### src/hw/rtl/hbp_pkg.sv
// Package for the Huffman bit packer: item types, queue entry type, kind codes
// and size constants.
// No dependencies; every file in hw/rtl but hbp_ram imports it.
`default_nettype none

package hbp_pkg;

	localparam int SYM_COUNT    = 256;
	localparam int SYM_W        = 8;
	localparam int CODE_W       = 32;
	localparam int LEN_W        = 6;
	localparam int BYTE_W       = 8;
	localparam int KIND_W       = 2;
	localparam int MAX_CODE_LEN = 32;
	localparam int CODE_CAP     = (MAX_CODE_LEN < CODE_W) ? MAX_CODE_LEN : CODE_W;
	// Up to seven pending bits sit above a full-length code.
	localparam int ACC_W        = CODE_W + BYTE_W - 1;
	localparam int QUEUE_DEPTH  = 2;

	localparam logic [KIND_W-1:0] KIND_LOAD   = 2'd0;
	localparam logic [KIND_W-1:0] KIND_ENCODE = 2'd1;
	localparam logic [KIND_W-1:0] KIND_FLUSH  = 2'd2;

	typedef struct packed {
		logic [KIND_W-1:0] kind;
		logic [SYM_W-1:0]  symbol;
		logic [CODE_W-1:0] entry_code;
		logic [LEN_W-1:0]  entry_length;
	} hbp_cmd_t;

	typedef struct packed {
		logic [BYTE_W-1:0] out_byte;
		logic              last;
	} hbp_pkt_t;

	typedef struct packed {
		logic              flush;
		logic [CODE_W-1:0] code;
		logic [LEN_W-1:0]  len;
	} hbp_qent_t;

	typedef struct packed {
		logic      push;
		hbp_qent_t ent;
	} hbp_qwr_t;

	typedef struct packed {
		logic      nempty;
		hbp_qent_t ent;
	} hbp_qrd_t;

endpackage

`default_nettype wire

### src/hw/rtl/hbp_queue.sv
// Short queue of packer work between the front and back ends.
// Uses hbp_pkg for the entry types.
`default_nettype none

module hbp_queue import hbp_pkg::*; #(
	parameter int DEPTH = QUEUE_DEPTH
) (
	input  wire logic     clk,
	input  wire logic     arst_n,
	input  wire hbp_qwr_t q_wr,
	output logic          q_full,
	input  wire logic     q_pop,
	output hbp_qrd_t      q_rd
);

	localparam int PTR_W = (DEPTH > 1) ? $clog2(DEPTH) : 1;
	localparam int CNT_W = $clog2(DEPTH + 1);

	hbp_qent_t        ent_q [DEPTH];
	logic [PTR_W-1:0] wr_ptr_q;
	logic [PTR_W-1:0] rd_ptr_q;
	logic [CNT_W-1:0] count_q;
	logic             do_push;
	logic             do_pop;

	assign q_full    = (count_q == CNT_W'(DEPTH));
	assign q_rd.nempty = (count_q != '0);
	assign q_rd.ent  = ent_q[rd_ptr_q];
	assign do_push   = q_wr.push && !q_full;
	assign do_pop    = q_pop && q_rd.nempty;

	always_ff @(posedge clk) begin
		if (do_push) begin
			ent_q[wr_ptr_q] <= q_wr.ent;
		end
	end

	always_ff @(posedge clk or negedge arst_n) begin
		if (!arst_n) begin
			wr_ptr_q <= '0;
			rd_ptr_q <= '0;
			count_q  <= '0;
		end else begin
			if (do_push) begin
				wr_ptr_q <= (wr_ptr_q == PTR_W'(DEPTH - 1)) ? '0 : wr_ptr_q + 1'b1;
			end
			if (do_pop) begin
				rd_ptr_q <= (rd_ptr_q == PTR_W'(DEPTH - 1)) ? '0 : rd_ptr_q + 1'b1;
			end
			case ({do_push, do_pop})
				2'b10:   count_q <= count_q + 1'b1;
				2'b01:   count_q <= count_q - 1'b1;
				default: count_q <= count_q;
			endcase
		end
	end

endmodule

`default_nettype wire

### config.mk
export PLATFORM = sky130hd
export DESIGN_NAME = hbp_queue
export DESIGN_NICKNAME = d
export VERILOG_FILES = /design/src/hw/rtl/hbp_pkg.sv /design/src/hw/rtl/hbp_queue.sv
export SDC_FILE = /design/constraint.sdc
export NUM_CORES = 1
export LEC_CHECK = 0
export ABC_AREA = 1
export BUFFER_PORTS_ARGS = -buffer_cell sky130_fd_sc_hd__buf_2
export CORE_ASPECT_RATIO = 1.4
export CORE_MARGIN = 2
export CORE_UTILIZATION = 52
export DETAILED_ROUTE_END_ITERATION = 6
export PLACE_DENSITY = 0.86
export SLEW_MARGIN = 10
export SYNTH_ARGS = -nofsm -noshare
export SYNTH_HDL_FRONTEND = slang
export SYNTH_SLANG_ARGS = --single-unit
### constraint.sdc
create_clock -name clk -period 3.71 [get_ports clk]
set_input_delay 0.5565 -clock clk [delete_from_list [all_inputs] [get_ports clk]]
set_output_delay 0.5565 -clock clk [all_outputs]
set_load 0.05 [all_outputs]
==> reports/metrics.cfg <==
[synth]
yosys.area.top_type=edfxtp_1
ys_seq_elements=82
synth_top_family_by_area=simple AND/OR/NAND/NOR gates
post-synth-top-area-fraction_pct=75.33
ys_seq_area_share_pct=78.55
synth_compound_area_share_pct=0.2817
syn_avg_cell_area_sq_um=13.17
postSynthCellCount=236
yosys.area_share.adder_pct=0.4024
synth_simple_gate_area_share_pct=16.66
yosysWarningCount=0
synthTopCellsByArea=edfxtp_1, nand2_1, dfrtp_1
synth.distinct_cells=19
synth_area_sq_um=3109
synthXorXnorAreaFrac_pct=0.2817
muxShareOfSynthArea_pct=0
synth_fp_nets=280

[global_routing]
antenna_found_initial=0
grt.total_usage_pct=16.76
grt_first_pass_wirelength_microns=8238
grt_start_max_net_pins=41
grt_pass1_vias=1826
overflow=0

[placed_design]
io_buffer_count=83
placedCellCount=381
dp_hpwl_microns=3578
gp_congestion=0.7117

[layout]
final_cell_mix=nand2_1, buf_2, edfxtp_1, clkbuf_8, inv_1
antenna_cells=0
drive_above_1_share_pct=33.23
stdcell_count=398
fin_nets=367
final_common_cell=nand2_1
areaGrowthSynthToFinish_pct=21.29

[detailed_routing]
drcViolationCount=0
antenna_left=0
drt_first_pass_iters=4
initialDrtViolationCount=150
wirelength_microns=5349
vias_per_cell=4.852
vias=1931
avgRoutedWirePerCell_microns=13.44

[sta]
skew_ns=0.01042
tightestPinTransition_ns=1.106
setup_violations=0
layout_min_cycle_time_ns=2.482
finalHoldViolCount=0
max_freq_mhz=402.9
grt_setup_unrepaired=false
maxSlewViolCount=0
fin_setup_tns_ns=0
max_slew_margin_pct=26.10
min_period_over_period_pct=66.90

[critical_path]
crit_path_max_fanout=25
crit_path_end_kind=primary output
crit_arrival_ns=1.93
r2r_setup_slack_ns=1.81
critPathKind=flip-flop to primary output
cp-start-kind=flip-flop
cp_data_required_time_ns=3.15

[clock_tree]
clock_sinks=82
cts.repair.resized=0
cts_tree=yes
clock_latency_ns=0.35
cts.clk_slew.worst_paths_ns=0.09
clk_path_buf_depth=2
cts_buffers=9
root_buffer=clkbuf_8
htreeDepth=3

[floorplan]
row_count=33
die_w_microns=69.35
die_h_microns=95.50
coreArea_sq_um=5822
start_util_pct=53.41
die_area_sq_um=6623
io_pins=84

[hold_path]
hp-class=primary input to flip-flop

[run_status]
outcome=complete, no violations

[run]
cap_violations=0

-- synthesized netlist by cell type (all sizes together) --
cell,number
buf,9
dfrtp,4
edfxtp,78
ha,1
inv,9
nand2,127
nand3,3
nand4,1
nor2,2
o21ai,1
xnor2,1
-- kinds of logic after synthesis --
logic type	Yosys count
xor gates and xnor gates	1
AOI/OAI and AO/OA	1
DFF	82
buffers and inverters	18
adders and majority gates	1
and+or+nand+nor	133
-- what timing repair did --
| item | 4_1_cts | 5_1_grt |
|---|---|---|
| hold buffers | 1 | 0 |
| endpoints found under the hold margin | 4 | 0 |
| buffers inserted | 0 | 0 |
-- final cells by class --
type / count / area (sq um)
Sequential cell: 82 / 2442
Clock buffer: 10 / 127.6
Timing Repair Buffer: 85 / 432.9
Inverter: 9 / 36.28
Multi-Input combinational cell: 136 / 555.5
Clock inverter: 6 / 88.84
Fill cell: 431 / 2051
Tap cell: 70 / 87.58
-- path summary, 6_finish.rpt --
kind,from,to,cells after the start
hold reg to reg,count_q[1],count_q[1],2
min in group asynchronous,arst_n,count_q[0],2
hold / removal,q_wr[3],ent_q[1][3],1
setup / recovery,rd_ptr_q,q_rd[8],4
max in group asynchronous,arst_n,rd_ptr_q,2
setup reg to reg,count_q[1],ent_q[1][25],3
-- metal layers --
layer | track usage [%] | share of wire, % | vias to the layer above
met5 | 0 | 0 | -
met4 | 10.62 | 3.7 | 0
met3 | 4.757 | 5.4 | 19
met2 | 28.45 | 53 | 66
met1 | 18.68 | 38 | 889
li1 | - | - | 957
-- worst max-delay path: stages (launching register included) --
cell and delay [ns]:
dfrtp_1 0.73, buf_4 0.38, nand2_1 0.08, nand2_1 0.12, buf_2 0.28
-- per-stage QoR --
step                utilization (%)  setup WS (ns)  hold WS (ns)  area, sq um
floorplan                         -          1.009        0.2609         3109
global placement              60.89          1.649        0.3666         3545
detailed placement            60.89          1.614        0.3717         3545
CTS                           64.78          1.228        0.3830         3771
global route                  64.78          1.121        0.3794         3771
finish                        64.78          1.228        0.3923         3771
-- state kept, by name, summed over array words and instances (netlist names) --
| signal | count |
|---|---|
| ent_q | 78 |
| count_q | 2 |
| rd_ptr_q | 1 |
| wr_ptr_q | 1 |
Power is left out: the tool's default activity adds up to more than one toggle a clock period on the data nets, which glitch-free logic cannot reach.
