==> src/hw/rtl/hbp_pkg.sv <==
// Package for the Huffman bit packer: item types, queue entry type, kind codes
// and size constants.
// No dependencies; every file in hw/rtl but hbp_ram imports it.
`default_nettype none

package hbp_pkg;

	localparam int SYM_COUNT    = 256;
	localparam int SYM_W        = 8;
	localparam int CODE_W       = 32;
	localparam int LEN_W        = 6;
	localparam int BYTE_W       = 8;
	localparam int KIND_W       = 2;
	localparam int MAX_CODE_LEN = 32;
	localparam int CODE_CAP     = (MAX_CODE_LEN < CODE_W) ? MAX_CODE_LEN : CODE_W;
	// Up to seven pending bits sit above a full-length code.
	localparam int ACC_W        = CODE_W + BYTE_W - 1;
	localparam int QUEUE_DEPTH  = 2;

	localparam logic [KIND_W-1:0] KIND_LOAD   = 2'd0;
	localparam logic [KIND_W-1:0] KIND_ENCODE = 2'd1;
	localparam logic [KIND_W-1:0] KIND_FLUSH  = 2'd2;

	typedef struct packed {
		logic [KIND_W-1:0] kind;
		logic [SYM_W-1:0]  symbol;
		logic [CODE_W-1:0] entry_code;
		logic [LEN_W-1:0]  entry_length;
	} hbp_cmd_t;

	typedef struct packed {
		logic [BYTE_W-1:0] out_byte;
		logic              last;
	} hbp_pkt_t;

	typedef struct packed {
		logic              flush;
		logic [CODE_W-1:0] code;
		logic [LEN_W-1:0]  len;
	} hbp_qent_t;

	typedef struct packed {
		logic      push;
		hbp_qent_t ent;
	} hbp_qwr_t;

	typedef struct packed {
		logic      nempty;
		hbp_qent_t ent;
	} hbp_qrd_t;

endpackage

`default_nettype wire

==> src/hw/rtl/hbp_back.sv <==
// Back end of the bit packer: merges codes into the pending bits and sends
// bytes out through an output register, one a cycle unless stalled. Uses hbp_pkg.
`default_nettype none

module hbp_back import hbp_pkg::*; (
	input  wire logic     clk,
	input  wire logic     arst_n,
	input  wire hbp_qrd_t q_rd,
	output logic          q_pop,
	output logic          pkt_valid,
	input  wire logic     pkt_stall,
	output hbp_pkt_t      pkt
);

	logic [ACC_W-1:0]  acc_q;
	logic [LEN_W-1:0]  tot_q;
	logic              pkt_valid_q;
	hbp_pkt_t          pkt_q;

	logic              out_free;
	logic              have_byte;
	logic [BYTE_W-1:0] pend8;
	logic [ACC_W-1:0]  acc_shr;
	logic [BYTE_W-1:0] flush_byte;
	logic              load_out;
	hbp_pkt_t          pkt_next;
	logic [ACC_W-1:0]  acc_next;
	logic [LEN_W-1:0]  tot_next;

	assign out_free  = !pkt_valid_q || !pkt_stall;
	assign have_byte = (tot_q >= LEN_W'(BYTE_W));
	// Only meaningful while fewer than eight bits are held.
	assign pend8      = acc_q[BYTE_W-1:0] & ~(BYTE_W'({BYTE_W{1'b1}}) << tot_q);
	assign acc_shr    = acc_q >> (tot_q - LEN_W'(BYTE_W));
	assign flush_byte = pend8 << (4'(BYTE_W) - {1'b0, tot_q[2:0]});

	always_comb begin
		q_pop    = 1'b0;
		load_out = 1'b0;
		pkt_next = pkt_q;
		acc_next = acc_q;
		tot_next = tot_q;
		if (have_byte) begin
			if (out_free) begin
				load_out          = 1'b1;
				pkt_next.out_byte = acc_shr[BYTE_W-1:0];
				pkt_next.last     = (tot_q < LEN_W'(2 * BYTE_W));
				tot_next          = tot_q - LEN_W'(BYTE_W);
			end
		end else if (q_rd.nempty) begin
			if (q_rd.ent.flush) begin
				// An empty flush is simply dropped.
				if (tot_q == '0) begin
					q_pop = 1'b1;
				end else if (out_free) begin
					q_pop             = 1'b1;
					load_out          = 1'b1;
					pkt_next.out_byte = flush_byte;
					pkt_next.last     = 1'b1;
					tot_next          = '0;
				end
			end else begin
				q_pop    = 1'b1;
				acc_next = (ACC_W'(pend8[BYTE_W-2:0]) << q_rd.ent.len)
				           | ACC_W'(q_rd.ent.code);
				tot_next = tot_q + q_rd.ent.len;
			end
		end
	end

	always_ff @(posedge clk or negedge arst_n) begin
		if (!arst_n) begin
			acc_q       <= '0;
			tot_q       <= '0;
			pkt_valid_q <= 1'b0;
		end else begin
			acc_q <= acc_next;
			tot_q <= tot_next;
			if (load_out) begin
				pkt_valid_q <= 1'b1;
			end else if (!pkt_stall) begin
				pkt_valid_q <= 1'b0;
			end
		end
	end

	always_ff @(posedge clk) begin
		if (load_out) begin
			pkt_q <= pkt_next;
		end
	end

	assign pkt_valid = pkt_valid_q;
	assign pkt       = pkt_q;

endmodule

`default_nettype wire

==> config.mk <==
export PLATFORM = sky130hd
export DESIGN_NAME = hbp_back
export DESIGN_NICKNAME = d
export VERILOG_FILES = /design/src/hw/rtl/hbp_pkg.sv /design/src/hw/rtl/hbp_back.sv
export SDC_FILE = /design/constraint.sdc
export NUM_CORES = 1
export LEC_CHECK = 0
export BUFFER_PORTS_ARGS = -buffer_cell sky130_fd_sc_hd__buf_2
export CAP_MARGIN = 10
export CELL_PAD_IN_SITES_DETAIL_PLACEMENT = 0
export CELL_PAD_IN_SITES_GLOBAL_PLACEMENT = 1
export CORE_MARGIN = 1.5
export CORE_UTILIZATION = 42
export CTS_CLUSTER_SIZE = 10
export DETAILED_ROUTE_END_ITERATION = 12
export GPL_ROUTABILITY_DRIVEN = 0
export PLACE_DENSITY = 0.86
export SYNTH_ARGS = -nofsm -noshare
export SYNTH_HDL_FRONTEND = slang
export SYNTH_SLANG_ARGS = --single-unit
==> constraint.sdc <==
create_clock -name clk -period 2.4 [get_ports clk]
set_input_delay 0.48 -clock clk [delete_from_list [all_inputs] [get_ports clk]]
set_output_delay 0.48 -clock clk [all_outputs]
set_load 0.1 [all_outputs]
==> summary.md <==
| Metric | Value |
|---|---|
| Run status | complete, but fails checks |
| Starting Density | 42.83% |
| Design Area, Final | 6618 um^2 |
| Die ar. | between 10000 and 15000 um^2 |
| Yosys warns | 0 |
| Final Skew | 13.06 ps |
| CTS tree | done |
| Cells after Synth | 612 |
| Cell area after synthesis | 5361 um^2 |
| Htree depth | 2 |
| Reg2reg path depth | 7 |
| Seq pwr share | about 22% |
| Top_reg_cell synth | dfrtp_1 |
| Largest net degree at the start of global routing | 47 |
| Compound-cell area share of the yosys netlist | 24.32% |
| Clk Latency, worst-skew pair | roughly 310 ps |
| Drt first-iter violations | 579 |
| Finished Layout Cells | between 800 and 900 |
| RSZ-0062 raised after global routing | true |
| Comb power frac | 69.5% |
| NetSw | 4.737 mW |
| CTS Buffer Depth | 2 |
| F_max | 404.5 MHz |
| Number of synthesized register bits | 55 |
| Global route overflow | 0 |
| Final period utilization | 103.0% |
| CP endpoint kind | primary output |
| CP Launch Type | register |
| Slew @ Worst Pin | 681.9 ps |
| Num CTS Buffers | 5 |
| Setup Crit Path Kind | register to primary output |
| First-pass GRT wire length | 28560 um |
| Post-layout min period | about 2500 ps |
| Detailed Place HPWL | 13560 um |
| Critical Path AT | 1990 ps |
| Clock transition at path regs | 90 ps |
| Core area | roughly 13000 um^2 |
| Slew HR | 54.19% |
| Crit-path max FO | 4 |
| DR vias | 5609 |
| Initial antenna violation count | 0 |
| Number of global-route vias before repair | 5288 |
| EDFF count, synth | 9 |
| Register area share after synthesis | 26.51% |
| Final core utilization | between 50% and 60% |
| PD cells | 1409 nW/um^2 |
| Clock sinks | between 50 and 60 |
| Failing checks | negative setup slack |
| Final hold viol count | 0 |
| Fin worst setup slack | -72.18 ps |
| Die width | 116.0 um |
| WP data required | ~1900 ps |
| TritonRoute pass-1 iters | 6 |
| DRC Markers | 0 |
| Share of cells above drive strength 1 | 32.62% |
| Slew Limit Fails | 0 |
| # diodes | 0 |
| IO buf count | 53 |
| Main combinational cell family by area after synthesis | compound AO/OA/AOI/OAI gates |
| Final Setup Violations | 4 |
| Placed cell area | 6108 um^2 |
| Dpl cells | 844 |
| All-Layer GR Usage | about 28% |
| # hold bufs at CTS | 0 |
| Nets@finish | 750 |
| Internal | 4.588 mW |
| Via density | 6.440 |
| Syn nets | 664 |
| Clock Power Share | between 8 and 9% |
| Root Buffer | clkbuf_16 |
| Worst vdd ir | approximately 0.00047 V |
| Avg Cell Area, Syn | 8.760 um^2 |
| Mux share of post-synthesis cell area | ~23% |
| Hold Crit Class | input pin to asynchronous set/reset pin |
| Xor/xnor cell area share of the yosys netlist | 0.8168% |
| Cell variety after synth | 73 |
| Routed wire length | ~18000 um |
| Area grow syn2layout | 23.43% |
| Post-Synth Simple-Gate Area | 17.48% |
| Post-synthesis adder-cell area fraction | 2.240% |
| WL/cell | 21.20 um |
| Lkg Pwr | 2.641 nW |
| Fraction of registers with async set/reset | 83.64% |
| Antenna Nets Post-Route | 0 |
| I/O pin count | between 50 and 60 |
| Die H | 116.0 um |
| Number of core rows | 41 |
| Sw frac | approximately half |
| Max-cap violations | 0 |
-- cell families after synthesis --
logic type / after synthesis
and+or+nand+nor: 201
AOI/OAI and AO/OA: 193
muxes: 81
buffers and inverters: 68
DFF: 55
adders and majority gates: 9
xor gates and xnor gates: 5
-- power groups by stage --
stage          Clock (mW)  Combinational [mW]  Sequential [mW]
6_report            0.814                6.48             2.03
3_5_place_dp            0                5.80             2.00
2_1_floorplan           0                3.83             2.25
5_1_grt             0.854                6.88             2.08
4_1_cts             0.824                5.97             1.98
3_3_place_gp            0                5.70             1.98
-- state kept, by name, summed over array words and instances, names as in the netlist --
name / cells
acc_q: 39
pkt: 9
tot_q: 6
pkt_valid: 1
-- critical path, stage by stage, from the launching register on --
cell	delay, ps
dfrtp_2	440
buf_6	130
or3_4	400
a21oi_4	160
buf_6	130
nand2_4	50
a31oi_4	180
buf_12	200
-- area by class of cell --
cell class                      instances  area [um^2]
Fill cell                            1176         5899
Multi-Input combinational cell        489         3815
Tap cell                              172        215.2
Inverter                               17        65.06
Timing Repair Buffer                  130        939.7
Clock buffer                            5        125.1
Sequential cell                        55         1429
Clock inverter                          3        28.78
-- layer usage --
metal  routed length, um  vias to the layer above  global-route usage [%]  share of wire [%]
met5                   0                        -                       0                  0
met4                 723                        0                   11.38                3.9
met3                1622                       61                   5.230                8.8
met2                8457                      345                   43.22                 46
met1                7660                     2694                   37.67                 41
li1                    -                     2509                       -                  -
-- synthesized netlist by cell type, types with 3 or more instances --
cell type,n,area (um^2)
a21oi_1,38,190.2
or2_2,5,31.28
mux4_2,32,720.7
nor2_1,52,195.2
o21ai_1,5,25.02
o211ai_1,8,60.06
xnor2_1,3,26.28
buf_2,18,90.09
o21ai_0,41,205.2
mux2i_1,39,390.4
and3_1,5,31.28
nor2b_1,10,62.56
o21a_1,4,30.03
clkinv_1,3,11.26
inv_1,14,52.55
ha_1,8,100.1
nand3_1,21,105.1
dfrtp_1,46,1151
nand2_1,70,262.8
o221ai_1,3,26.28
a22oi_1,13,97.59
a22o_1,6,52.55
a211oi_1,12,90.09
a2111oi_0,3,26.28
buf_6,3,33.78
a31oi_1,11,68.82
edfxtp_1,9,270.3
mux2_2,9,101.4
clkbuf_1,27,101.4
o22ai_1,10,62.56
a221o_1,3,30.03
a221oi_1,6,52.55
a21o_1,3,22.52
o31ai_1,4,30.03
and2_1,7,43.79
nor3_1,12,60.06
-- worst paths after layout --
kind,start,endpoint,slack (ps)
max,tot_q[3]$_DFFE_PN0P_,q_pop,-70
min,arst_n,acc_q[18]$_DFFE_PN0P_,260
max reg2reg,tot_q[3]$_DFFE_PN0P_,acc_q[7]$_DFFE_PN0P_,-50
min reg2reg,acc_q[23]$_DFFE_PN0P_,acc_q[23]$_DFFE_PN0P_,590
max in group asynchronous,arst_n,tot_q[0]$_DFFE_PN0P_,1670
min in group clk,q_rd[30],acc_q[24]$_DFFE_PN0P_,390
-- cell usage in the layout (no fill, tap or decap), types with 9 or more instances in the layout --
master    count
nand2_1      68
buf_4        66
nor2_1       52
buf_2        52
o21ai_0      40
dfrtp_1      40
mux2i_1      39
a21oi_1      33
mux4_2       32
nand3_1      20
inv_1        14
nor3_1       12
a22oi_1      11
a211oi_1     10
nor2b_1      10
mux2_2        9
o22ai_1       9
edfxtp_1      9
-- per-stage QoR --
step / setup WS (ps) / power, mW / hold slack, ps / TNS, ps
final: -72.18 / 9.325 / 258.4 / -198.4
after global routing: -121.1 / 9.812 / 305.3 / -666.2
after CTS: -23.68 / 8.779 / 285.9 / -39.20
after detailed placement: 10.91 / 7.805 / 563.0 / 0
after global placement: 54.93 / 7.684 / 552.6 / 0
after floorplan: -86.56 / 6.082 / 184.4 / -86.56
-- timing repair --
action	4_1_cts	5_1_grt
pin swaps	1	11
gates resized for setup	11	35
setup endpoints to repair	2	23
endpoints found under the hold margin	0	0
cloned	0	1
buffers inserted	7	11
Note: power is estimated with default switching activity, not from simulation.
